[src/rtl/core/clcd_pkg.sv]
// Types, constants and microprogram ROM of the character LCD writer.
package clcd_pkg;

  localparam logic [2:0] REQ_INIT       = 3'd0;
  localparam logic [2:0] REQ_CMD        = 3'd1;
  localparam logic [2:0] REQ_DATA       = 3'd2;
  localparam logic [2:0] REQ_LINE_START = 3'd3;
  localparam logic [2:0] REQ_LINE_END   = 3'd4;

  localparam int unsigned WAIT_W = 14;
  localparam logic [WAIT_W-1:0] WAIT_ZERO  = 14'd0;
  localparam logic [WAIT_W-1:0] WAIT_NIB   = 14'd5;
  localparam logic [WAIT_W-1:0] WAIT_BYTE  = 14'd37;
  localparam logic [WAIT_W-1:0] WAIT_LINE  = 14'd74;
  localparam logic [WAIT_W-1:0] WAIT_POWER = 14'd15000;
  localparam logic [WAIT_W-1:0] WAIT_FINAL = 14'd15037;

  localparam logic [7:0] CMD_LINE0  = 8'h80;
  localparam logic [7:0] CMD_LINE1  = 8'hc0;
  localparam logic [7:0] CHAR_SPACE = 8'h20;

  localparam logic [5:0] COL_MAX   = 6'd63;
  localparam logic [5:0] MAX_COLS  = 6'd32;
  localparam logic [5:0] CPL_RESET = 6'd16;

  localparam int unsigned UA_W = 5;
  typedef logic [UA_W-1:0] uaddr_t;

  localparam uaddr_t UA_INIT      = 5'd0;
  localparam uaddr_t UA_INIT_LAST = 5'd11;
  localparam uaddr_t UA_CMD_HI    = 5'd12;
  localparam uaddr_t UA_CMD_LO    = 5'd13;
  localparam uaddr_t UA_DATA_HI   = 5'd14;
  localparam uaddr_t UA_DATA_LO   = 5'd15;
  localparam uaddr_t UA_LINE_HI   = 5'd16;
  localparam uaddr_t UA_LINE_LO   = 5'd17;
  localparam uaddr_t UA_PAD       = 5'd18;
  localparam uaddr_t UA_PAD_HI    = 5'd19;
  localparam uaddr_t UA_PAD_LO    = 5'd20;

  typedef enum logic [1:0] {BS_INIT, BS_VALUE, BS_LINE, BS_SPACE} byte_sel_e;
  typedef enum logic [1:0] {WA_NIB, WA_BYTE, WA_LINE, WA_POWER} wait_sel_e;
  typedef enum logic [1:0] {COL_HOLD, COL_INC, COL_CLR} col_op_e;
  typedef enum logic [1:0] {LAST_NO, LAST_YES, LAST_PAD} last_mode_e;
  typedef enum logic [1:0] {NX_SEQ, NX_END, NX_JUMP, NX_BRANCH} next_e;

  typedef struct packed {
    logic       emit;
    logic       rs;
    byte_sel_e  bsel;
    logic [2:0] idx;
    logic       lo;
    logic       wb_power;
    wait_sel_e  wa;
    col_op_e    col;
    last_mode_e last;
    next_e      nxt;
    uaddr_t     target;
  } uword_t;

  typedef struct packed {
    uword_t word;
    logic   fire;
  } seq_ctrl_t;

  typedef struct packed {
    logic pad_ok;
    logic slot_free;
  } dp_stat_t;

  function automatic logic [7:0] init_byte(logic [2:0] idx);
    logic [7:0] b;
    case (idx)
      3'd0:    b = 8'h33;
      3'd1:    b = 8'h33;
      3'd2:    b = 8'h32;
      3'd3:    b = 8'h28;
      3'd4:    b = 8'h0c;
      3'd5:    b = 8'h01;
      default: b = 8'h00;
    endcase
    return b;
  endfunction

  function automatic uword_t uw(logic emit, logic rs, byte_sel_e bsel, logic [2:0] idx,
                                logic lo, logic wb, wait_sel_e wa, col_op_e col,
                                last_mode_e last, next_e nxt, uaddr_t target);
    uword_t w;
    w.emit     = emit;
    w.rs       = rs;
    w.bsel     = bsel;
    w.idx      = idx;
    w.lo       = lo;
    w.wb_power = wb;
    w.wa       = wa;
    w.col      = col;
    w.last     = last;
    w.nxt      = nxt;
    w.target   = target;
    return w;
  endfunction

  function automatic uword_t ucode(uaddr_t a);
    uword_t     w;
    logic       fin;
    wait_sel_e  wa;
    last_mode_e lm;
    next_e      nx;
    fin = (a == UA_INIT_LAST);
    wa  = !a[0] ? WA_NIB : (fin ? WA_POWER : WA_BYTE);
    lm  = fin ? LAST_YES : LAST_NO;
    nx  = fin ? NX_END : NX_SEQ;
    if (a <= UA_INIT_LAST) begin
      w = uw(1'b1, 1'b0, BS_INIT, a[3:1], a[0], (a == UA_INIT), wa, COL_HOLD, lm, nx,
             UA_INIT);
    end else begin
      case (a)
        UA_CMD_HI:  w = uw(1'b1, 1'b0, BS_VALUE, 3'd0, 1'b0, 1'b0, WA_NIB, COL_HOLD,
                           LAST_NO, NX_SEQ, UA_INIT);
        UA_CMD_LO:  w = uw(1'b1, 1'b0, BS_VALUE, 3'd0, 1'b1, 1'b0, WA_BYTE, COL_HOLD,
                           LAST_YES, NX_END, UA_INIT);
        UA_DATA_HI: w = uw(1'b1, 1'b1, BS_VALUE, 3'd0, 1'b0, 1'b0, WA_NIB, COL_HOLD,
                           LAST_NO, NX_SEQ, UA_INIT);
        UA_DATA_LO: w = uw(1'b1, 1'b1, BS_VALUE, 3'd0, 1'b1, 1'b0, WA_BYTE, COL_INC,
                           LAST_YES, NX_END, UA_INIT);
        UA_LINE_HI: w = uw(1'b1, 1'b0, BS_LINE, 3'd0, 1'b0, 1'b0, WA_NIB, COL_HOLD,
                           LAST_NO, NX_SEQ, UA_INIT);
        UA_LINE_LO: w = uw(1'b1, 1'b0, BS_LINE, 3'd0, 1'b1, 1'b0, WA_LINE, COL_CLR,
                           LAST_YES, NX_END, UA_INIT);
        UA_PAD:     w = uw(1'b0, 1'b1, BS_SPACE, 3'd0, 1'b0, 1'b0, WA_NIB, COL_HOLD,
                           LAST_NO, NX_BRANCH, UA_INIT);
        UA_PAD_HI:  w = uw(1'b1, 1'b1, BS_SPACE, 3'd0, 1'b0, 1'b0, WA_NIB, COL_HOLD,
                           LAST_NO, NX_SEQ, UA_INIT);
        UA_PAD_LO:  w = uw(1'b1, 1'b1, BS_SPACE, 3'd0, 1'b1, 1'b0, WA_BYTE, COL_INC,
                           LAST_PAD, NX_JUMP, UA_PAD);
        default:    w = uw(1'b0, 1'b0, BS_INIT, 3'd0, 1'b0, 1'b0, WA_NIB, COL_HOLD,
                           LAST_NO, NX_END, UA_INIT);
      endcase
    end
    return w;
  endfunction

endpackage

[src/rtl/core/clcd_req_if.sv]
// Request channel: valid/ready handshake with the request payload.
interface clcd_req_if;
  logic       valid;
  logic       ready;
  logic [2:0] req_type;
  logic [7:0] value;
  logic       line_select;
  logic       clear_rest;

  modport source (output valid, req_type, value, line_select, clear_rest, input ready);
  modport sink   (input valid, req_type, value, line_select, clear_rest, output ready);
endinterface

[src/rtl/core/clcd_nib_if.sv]
// Nibble channel: valid/ready handshake with one LCD nibble transfer.
interface clcd_nib_if;
  logic        valid;
  logic        ready;
  logic        reg_select;
  logic [3:0]  nibble;
  logic [13:0] wait_before_us;
  logic [13:0] wait_after_us;
  logic        last;

  modport source (output valid, reg_select, nibble, wait_before_us, wait_after_us, last,
                  input ready);
  modport sink   (input valid, reg_select, nibble, wait_before_us, wait_after_us, last,
                  output ready);
endinterface

[src/rtl/core/clcd_seq.sv]
// Microcode sequencer: step counter, control ROM and jump logic.
module clcd_seq (
  input  logic                  clk_i,
  input  logic                  rst_ni,
  input  logic                  start_i,
  input  logic [2:0]            req_type_i,
  input  clcd_pkg::dp_stat_t    stat_i,
  output clcd_pkg::seq_ctrl_t   ctrl_o,
  output logic                  busy_o
);

  logic             busy_q, busy_d;
  clcd_pkg::uaddr_t pc_q, pc_d;
  clcd_pkg::uaddr_t entry;
  logic             entry_ok;
  clcd_pkg::uword_t word;
  logic             fire;

  always_comb begin
    entry_ok = 1'b1;
    case (req_type_i)
      clcd_pkg::REQ_INIT:       entry = clcd_pkg::UA_INIT;
      clcd_pkg::REQ_CMD:        entry = clcd_pkg::UA_CMD_HI;
      clcd_pkg::REQ_DATA:       entry = clcd_pkg::UA_DATA_HI;
      clcd_pkg::REQ_LINE_START: entry = clcd_pkg::UA_LINE_HI;
      clcd_pkg::REQ_LINE_END:   entry = clcd_pkg::UA_PAD;
      default: begin
        entry    = clcd_pkg::UA_INIT;
        entry_ok = 1'b0;
      end
    endcase
  end

  assign word = clcd_pkg::ucode(pc_q);
  assign fire = busy_q && (!word.emit || stat_i.slot_free);

  always_comb begin
    busy_d = busy_q;
    pc_d   = pc_q;
    if (start_i) begin
      busy_d = entry_ok;
      pc_d   = entry;
    end else if (fire) begin
      case (word.nxt)
        clcd_pkg::NX_SEQ:  pc_d = pc_q + 1'b1;
        clcd_pkg::NX_END:  busy_d = 1'b0;
        clcd_pkg::NX_JUMP: pc_d = word.target;
        clcd_pkg::NX_BRANCH: begin
          if (stat_i.pad_ok) begin
            pc_d = pc_q + 1'b1;
          end else begin
            busy_d = 1'b0;
          end
        end
        default: busy_d = 1'b0;
      endcase
    end
  end

  always_ff @(posedge clk_i or negedge rst_ni) begin
    if (!rst_ni) begin
      busy_q <= 1'b0;
      pc_q   <= clcd_pkg::UA_INIT;
    end else begin
      busy_q <= busy_d;
      pc_q   <= pc_d;
    end
  end

  assign ctrl_o.word = word;
  assign ctrl_o.fire = fire;
  assign busy_o      = busy_q;

endmodule

[src/rtl/core/clcd_dp.sv]
// Datapath: request latch, column counter, byte and wait select, output register.
module clcd_dp (
  input  logic                clk_i,
  input  logic                rst_ni,
  input  logic                load_i,
  input  logic [7:0]          value_i,
  input  logic                line_select_i,
  input  logic                clear_rest_i,
  input  logic                cfg_we_i,
  input  logic [5:0]          cfg_wdata_i,
  input  clcd_pkg::seq_ctrl_t ctrl_i,
  output clcd_pkg::dp_stat_t  stat_o,
  output logic                out_valid_o,
  input  logic                out_ready_i,
  output logic                reg_select_o,
  output logic [3:0]          nibble_o,
  output logic [13:0]         wait_before_us_o,
  output logic [13:0]         wait_after_us_o,
  output logic                last_o
);

  logic [7:0]  value_q;
  logic        line_select_q;
  logic        clear_rest_q;
  logic [5:0]  cpl_q;
  logic [5:0]  col_q, col_d;
  logic        out_valid_q, out_valid_d;
  logic        rs_q;
  logic [3:0]  nib_q;
  logic [13:0] wb_q;
  logic [13:0] wa_q;
  logic        last_q;

  logic [5:0]  target;
  logic [6:0]  col_inc;
  logic [7:0]  byte_sel;
  logic [3:0]  nib_d;
  logic [13:0] wb_d, wa_d;
  logic        last_d;
  logic        emit;

  clcd_pkg::uword_t w;

  assign w       = ctrl_i.word;
  assign emit    = ctrl_i.fire && w.emit;
  assign target  = (cpl_q > clcd_pkg::MAX_COLS) ? clcd_pkg::MAX_COLS : cpl_q;
  assign col_inc = {1'b0, col_q} + 7'd1;

  always_comb begin
    case (w.bsel)
      clcd_pkg::BS_INIT:  byte_sel = clcd_pkg::init_byte(w.idx);
      clcd_pkg::BS_VALUE: byte_sel = value_q;
      clcd_pkg::BS_LINE:  byte_sel = line_select_q ? clcd_pkg::CMD_LINE1 : clcd_pkg::CMD_LINE0;
      clcd_pkg::BS_SPACE: byte_sel = clcd_pkg::CHAR_SPACE;
      default:            byte_sel = clcd_pkg::CHAR_SPACE;
    endcase
    nib_d = w.lo ? byte_sel[3:0] : byte_sel[7:4];
    wb_d  = w.wb_power ? clcd_pkg::WAIT_POWER : clcd_pkg::WAIT_ZERO;
    case (w.wa)
      clcd_pkg::WA_NIB:   wa_d = clcd_pkg::WAIT_NIB;
      clcd_pkg::WA_BYTE:  wa_d = clcd_pkg::WAIT_BYTE;
      clcd_pkg::WA_LINE:  wa_d = clcd_pkg::WAIT_LINE;
      clcd_pkg::WA_POWER: wa_d = clcd_pkg::WAIT_FINAL;
      default:            wa_d = clcd_pkg::WAIT_BYTE;
    endcase
    case (w.last)
      clcd_pkg::LAST_NO:  last_d = 1'b0;
      clcd_pkg::LAST_YES: last_d = 1'b1;
      clcd_pkg::LAST_PAD: last_d = (col_inc >= {1'b0, target});
      default:            last_d = 1'b0;
    endcase
  end

  always_comb begin
    col_d = col_q;
    if (ctrl_i.fire) begin
      case (w.col)
        clcd_pkg::COL_INC: col_d = (col_q < clcd_pkg::COL_MAX) ? col_inc[5:0] : col_q;
        clcd_pkg::COL_CLR: col_d = 6'd0;
        default:           col_d = col_q;
      endcase
    end
    out_valid_d = out_valid_q;
    if (emit) begin
      out_valid_d = 1'b1;
    end else if (out_ready_i) begin
      out_valid_d = 1'b0;
    end
  end

  always_ff @(posedge clk_i or negedge rst_ni) begin
    if (!rst_ni) begin
      cpl_q       <= clcd_pkg::CPL_RESET;
      col_q       <= 6'd0;
      out_valid_q <= 1'b0;
    end else begin
      if (cfg_we_i) begin
        cpl_q <= cfg_wdata_i;
      end
      col_q       <= col_d;
      out_valid_q <= out_valid_d;
    end
  end

  always_ff @(posedge clk_i) begin
    if (load_i) begin
      value_q       <= value_i;
      line_select_q <= line_select_i;
      clear_rest_q  <= clear_rest_i;
    end
    if (emit) begin
      rs_q   <= w.rs;
      nib_q  <= nib_d;
      wb_q   <= wb_d;
      wa_q   <= wa_d;
      last_q <= last_d;
    end
  end

  assign stat_o.pad_ok    = clear_rest_q && (col_q < target);
  assign stat_o.slot_free = !out_valid_q || out_ready_i;

  assign out_valid_o      = out_valid_q;
  assign reg_select_o     = rs_q;
  assign nibble_o         = nib_q;
  assign wait_before_us_o = wb_q;
  assign wait_after_us_o  = wa_q;
  assign last_o           = last_q;

endmodule

[src/rtl/core/char_lcd_4bit_writer.sv]
// Character LCD 4-bit writer top level.
//
// Requests arrive on req_i (init, command byte, data byte, line start, line
// end); each turns into a run of nibble transfers on nib_o (none for a line
// end with nothing to pad), high nibble first, each carrying RS, D7..D4 and
// the waits around its enable pulse. last marks the final transfer of a
// request. The line width, capped at 32 as the padding target, is written
// through cfg_we_i/cfg_wdata_i; the user must write it only while idle, the
// block itself does not enforce this. A microcode step counter walks a ROM
// program, one step per cycle unless nib_o stalls: init 12 steps, a command,
// data or line start byte 2 steps, line end 1 step plus 3 per padding space
// (at most 32). A request occupies the block for its steps. Unknown request
// codes produce nothing. The first nibble goes out through the step counter
// and the output register, for line end after its branch step. req_i.ready
// is high only while no request is being worked. A stalled nib_o holds its
// transfer and freezes the step counter; the output register lets the final
// nibble wait while the next request is taken. Reset clears the column
// count, empties the output and sets the line width to 16.
module char_lcd_4bit_writer (
  input  logic          clk_i,
  input  logic          rst_ni,
  clcd_req_if.sink      req_i,
  clcd_nib_if.source    nib_o,
  input  logic          cfg_we_i,
  input  logic [5:0]    cfg_wdata_i
);

  clcd_pkg::seq_ctrl_t ctrl;
  clcd_pkg::dp_stat_t  stat;
  logic                busy;
  logic                req_xfer;

  assign req_i.ready = !busy;
  assign req_xfer    = req_i.valid && !busy;

  clcd_seq u_seq (
    .clk_i      (clk_i),
    .rst_ni     (rst_ni),
    .start_i    (req_xfer),
    .req_type_i (req_i.req_type),
    .stat_i     (stat),
    .ctrl_o     (ctrl),
    .busy_o     (busy)
  );

  clcd_dp u_dp (
    .clk_i            (clk_i),
    .rst_ni           (rst_ni),
    .load_i           (req_xfer),
    .value_i          (req_i.value),
    .line_select_i    (req_i.line_select),
    .clear_rest_i     (req_i.clear_rest),
    .cfg_we_i         (cfg_we_i),
    .cfg_wdata_i      (cfg_wdata_i),
    .ctrl_i           (ctrl),
    .stat_o           (stat),
    .out_valid_o      (nib_o.valid),
    .out_ready_i      (nib_o.ready),
    .reg_select_o     (nib_o.reg_select),
    .nibble_o         (nib_o.nibble),
    .wait_before_us_o (nib_o.wait_before_us),
    .wait_after_us_o  (nib_o.wait_after_us),
    .last_o           (nib_o.last)
  );

endmodule

[src/flat_wrapper.sv]
// flat-port wrapper written by rule: the top's interface ports become plain ports
module char_lcd_4bit_writer_flat 
  (clk_i, rst_ni, cfg_we_i, cfg_wdata_i, req_i_valid, req_i_req_type, req_i_value, req_i_line_select, req_i_clear_rest, req_i_ready, nib_o_valid, nib_o_reg_select, nib_o_nibble, nib_o_wait_before_us, nib_o_wait_after_us, nib_o_last, nib_o_ready);
  clcd_req_if req_i_i ();
  clcd_nib_if nib_o_i ();
  input  logic clk_i;
  input  logic rst_ni;
  input  logic cfg_we_i;
  input  logic [5:0] cfg_wdata_i;
  input wire logic [$bits(req_i_i.valid)-1:0] req_i_valid;
  input wire logic [$bits(req_i_i.req_type)-1:0] req_i_req_type;
  input wire logic [$bits(req_i_i.value)-1:0] req_i_value;
  input wire logic [$bits(req_i_i.line_select)-1:0] req_i_line_select;
  input wire logic [$bits(req_i_i.clear_rest)-1:0] req_i_clear_rest;
  output wire logic [$bits(req_i_i.ready)-1:0] req_i_ready;
  output wire logic [$bits(nib_o_i.valid)-1:0] nib_o_valid;
  output wire logic [$bits(nib_o_i.reg_select)-1:0] nib_o_reg_select;
  output wire logic [$bits(nib_o_i.nibble)-1:0] nib_o_nibble;
  output wire logic [$bits(nib_o_i.wait_before_us)-1:0] nib_o_wait_before_us;
  output wire logic [$bits(nib_o_i.wait_after_us)-1:0] nib_o_wait_after_us;
  output wire logic [$bits(nib_o_i.last)-1:0] nib_o_last;
  input wire logic [$bits(nib_o_i.ready)-1:0] nib_o_ready;
  assign req_i_i.valid = req_i_valid;
  assign req_i_i.req_type = req_i_req_type;
  assign req_i_i.value = req_i_value;
  assign req_i_i.line_select = req_i_line_select;
  assign req_i_i.clear_rest = req_i_clear_rest;
  assign req_i_ready = req_i_i.ready;
  assign nib_o_valid = nib_o_i.valid;
  assign nib_o_reg_select = nib_o_i.reg_select;
  assign nib_o_nibble = nib_o_i.nibble;
  assign nib_o_wait_before_us = nib_o_i.wait_before_us;
  assign nib_o_wait_after_us = nib_o_i.wait_after_us;
  assign nib_o_last = nib_o_i.last;
  assign nib_o_i.ready = nib_o_ready;
  char_lcd_4bit_writer u_core (.clk_i(clk_i), .rst_ni(rst_ni), .req_i(req_i_i), .nib_o(nib_o_i), .cfg_we_i(cfg_we_i), .cfg_wdata_i(cfg_wdata_i));
endmodule
[config.mk]
export PLATFORM = sky130hd
export DESIGN_NAME = char_lcd_4bit_writer_flat
export DESIGN_NICKNAME = d
export VERILOG_FILES = /design/src/rtl/core/clcd_pkg.sv /design/src/rtl/core/clcd_req_if.sv /design/src/rtl/core/clcd_nib_if.sv /design/src/rtl/core/clcd_seq.sv /design/src/rtl/core/clcd_dp.sv /design/src/rtl/core/char_lcd_4bit_writer.sv /design/src/flat_wrapper.sv
export SDC_FILE = /design/constraint.sdc
export NUM_CORES = 1
export LEC_CHECK = 0
export BUFFER_PORTS_ARGS = -buffer_cell sky130_fd_sc_hd__buf_2
export CAP_MARGIN = 20
export CORE_AREA = 2 2 112 114
export CTS_BUF_LIST = sky130_fd_sc_hd__clkbuf_16
export CTS_CLUSTER_SIZE = 40
export DETAILED_ROUTE_END_ITERATION = 16
export DIE_AREA = 0 0 114 116
export HOLD_SLACK_MARGIN = 0.05
export PLACE_DENSITY_LB_ADDON = 0.12
export SYNTH_ARGS = -nofsm -noshare
export SYNTH_HDL_FRONTEND = slang
export SYNTH_HIERARCHICAL = 1
export SYNTH_SLANG_ARGS = --single-unit
[constraint.sdc]
create_clock -name clk_i -period 3.23 [get_ports clk_i]
set_input_delay 0.323 -clock clk_i [delete_from_list [all_inputs] [get_ports clk_i]]
set_output_delay 0.323 -clock clk_i [all_outputs]
set_load 0.03 [all_outputs]
==> impl_metrics.yaml <==
clocking:
  post_cts_resized: 0
  clock_sinks: 41
  cts_tree: "done"
  clk_latency_ns: 0.29
  cts_hold_buffers: 1
  clockBufferDepth: 2
  htreeDepth: 2
  cts_setup_buffers: 0
  clkTransAtPathRegs_ns: 0.06
  cts_made_buffers: 5
  clockRootBuffer: "clkbuf_16"
synthesis:
  syn_avg_cell_area_um2: 9.77
  ys_warn_count: 6
  synth_cells: 295
  syn-cell-area_mm2: 0.00288
sta:
  timing.slew.headroom_pct: 64.7
  holdWs_ns: 0.206
  fin_ws_ns: 0.489
  tns_ns: 0
  drv_slew: 0
  rsz0062_at_grt: "false"
  worstMarginPinSlew_ns: 0.529
  fmax_mhz: 365
  skew_ns: 0.00726
  hold_viol_final: 0
  setup_viol: 0
  period_share_pct: 84.9
  fin_crit_ns: 2.74
power:
  ir_drop_v: 0.000248
  p_per_area_mw_per_mm2: 977
  p_leak_nw: 1.48
floorplan:
  dieWidth_um: 114
  rows: 40
  start_util_pct: 24.2
  die_y_um: 116
  dieArea_mm2: 0.0132
  ios: 60
  coreArea_mm2: 0.0119
route:
  ant_nets: 0
  drt_iter0_markers: 113
  vias: 2127
  drc: 0
  drt_wl_total_um: 6290
  first_pass_iters: 4
  routed_via_density: 4.43
  wl_per_cell_um: 13.1
placement:
  dpl_cell_area_mm2: 0.00316
  io_buffers: 50
  hpwl_um: 4840
  place.gp.congestion: 0.795
  place_ws_ns: 0.515
cells_and_area:
  design_area_mm2: 0.00331
  regArea_mm2: 0.00114
  fillers: 1256
  diodes: 0
  multi_input_area_mm2: 0.00145
  final_common_cell: "buf_2"
  layout_common_cells: "buf_2 (50), nand2_1 (25), ha_1 (23), edfxtp_1 (22), inv_1 (20)"
  fin_nets: 379
  syn_to_final_growth_pct: 14.8
  drive_gt1_share_pct: 25.8
hold_path:
  hold-path-cell-count: 1
  whs_endpoint: "u_core/u_dp/value_q[4]$_DFFE_PP_"
  hp-class: "in -> reg"
  min-delay-start: "req_i_value[4]"
outcome:
  outcome: "complete, no violations"
global_routing:
  grt_overflow: 0
  grt_usage_pct: 10.3
  grt_max_degree: 25
  grt_antenna_before_repair: 0
  grt_pass1_wl_um: 10600
  grt_pass1_vias: 2108
worst_setup_path:
  r2r_slack_ns: 0.49
  worst_setup_path_end_kind: "flip-flop"
  r2r-end: "u_core/u_seq/pc_q[4]$_DFFE_PN0P_"
  critical_path.startpoint_type: "flip-flop"
  crit_type: "reg -> reg"
  required_ns: 3.40
  reg2reg_from: "u_core/u_seq/pc_q[1]$_DFFE_PN0P_"
  cp_max_fo: 10
  crit_arrival_ns: 2.92
  reg2reg_depth: 11
job:
  drv_cap: 0
[registers in the layout, indices dropped and copies added (netlist names)]
register,count
u_core/u_seq/busy_o,1
u_core/u_dp/reg_select_o,1
u_core/u_dp/nibble_o,4
u_core/u_dp/line_select_q,1
u_core/u_dp/last_o,1
u_core/u_dp/value_q,8
u_core/u_dp/wait_after_us_o,5
u_core/u_dp/clear_rest_q,1
u_core/u_dp/col_q,6
u_core/u_dp/wait_before_us_o,1
u_core/u_dp/cpl_q,6
u_core/u_dp/out_valid_o,1
u_core/u_seq/pc_q,5
[stage by stage]
stage | utilization (%) | power (mW) | cells
2_1_floorplan | - | 2.40 | 303
3_3_place_gp | 26.5 | 2.79 | 471
3_5_place_dp | 26.5 | 2.77 | 471
4_1_cts | 27.8 | 3.29 | 480
5_1_grt | 27.8 | 3.52 | 480
6_report | 27.8 | 3.23 | 480
[report_power, final]
part           switching, mW  internal (mW)
Sequential             0.142          0.780
Combinational           1.15          0.658
Clock                  0.215          0.284
Total                   1.51           1.72
[routing by layer]
metal  part of all wire [%]  vias up  global-route usage (%)  routed length [um]
li1                       -     1086                       -                   -
met1                     46      986                    13.2                2870
met2                     48       45                    16.8                3040
met3                    3.4       10                    1.73                 216
met4                    2.6        0                    4.88                 165
met5                      0        -                       0                   0
[layout make-up]
cell class | count | share of cell area [%]
clock buffers | 5 | 3.78
clock inverters | 3 | 0.530
inverters | 21 | 2.38
multi-input cells | 204 | 43.7
flip-flops and latches | 41 | 34.4
well taps | 147 | 5.56
repair buffers | 59 | 9.68
[worst max-delay path: stages, from the launching register on]
cell and delay (ns):
dfrtp_1 0.51, inv_1 0.13, ha_1 0.24, o21ai_0 0.32
inv_1 0.10, o21ai_1 0.12, inv_1 0.08, ha_1 0.28
o221ai_1 0.16, a31oi_4 0.31, nor2_2 0.08, mux2_4 0.30
[worst max-delay path by stage]
stage	end	slack, ns	from	cells past startpoint
2_1_floorplan	u_core/u_seq/pc_q[4]$_DFFE_PN0P_	0.73	u_core/u_seq/pc_q[0]$_DFFE_PN0P_	13
5_1_grt	u_core/u_seq/pc_q[4]$_DFFE_PN0P_	0.26	u_core/u_seq/pc_q[1]$_DFFE_PN0P_	12
6_report	u_core/u_seq/pc_q[4]$_DFFE_PN0P_	0.49	u_core/u_seq/pc_q[1]$_DFFE_PN0P_	11
4_1_cts	u_core/u_seq/pc_q[4]$_DFFE_PN0P_	0.50	u_core/u_seq/pc_q[1]$_DFFE_PN0P_	11
3_3_place_gp	u_core/u_seq/pc_q[4]$_DFFE_PN0P_	0.63	u_core/u_seq/pc_q[1]$_DFFE_PN0P_	12
3_5_place_dp	u_core/u_seq/pc_q[4]$_DFFE_PN0P_	0.52	u_core/u_seq/pc_q[1]$_DFFE_PN0P_	11
(Power assumes the default switching activity.)
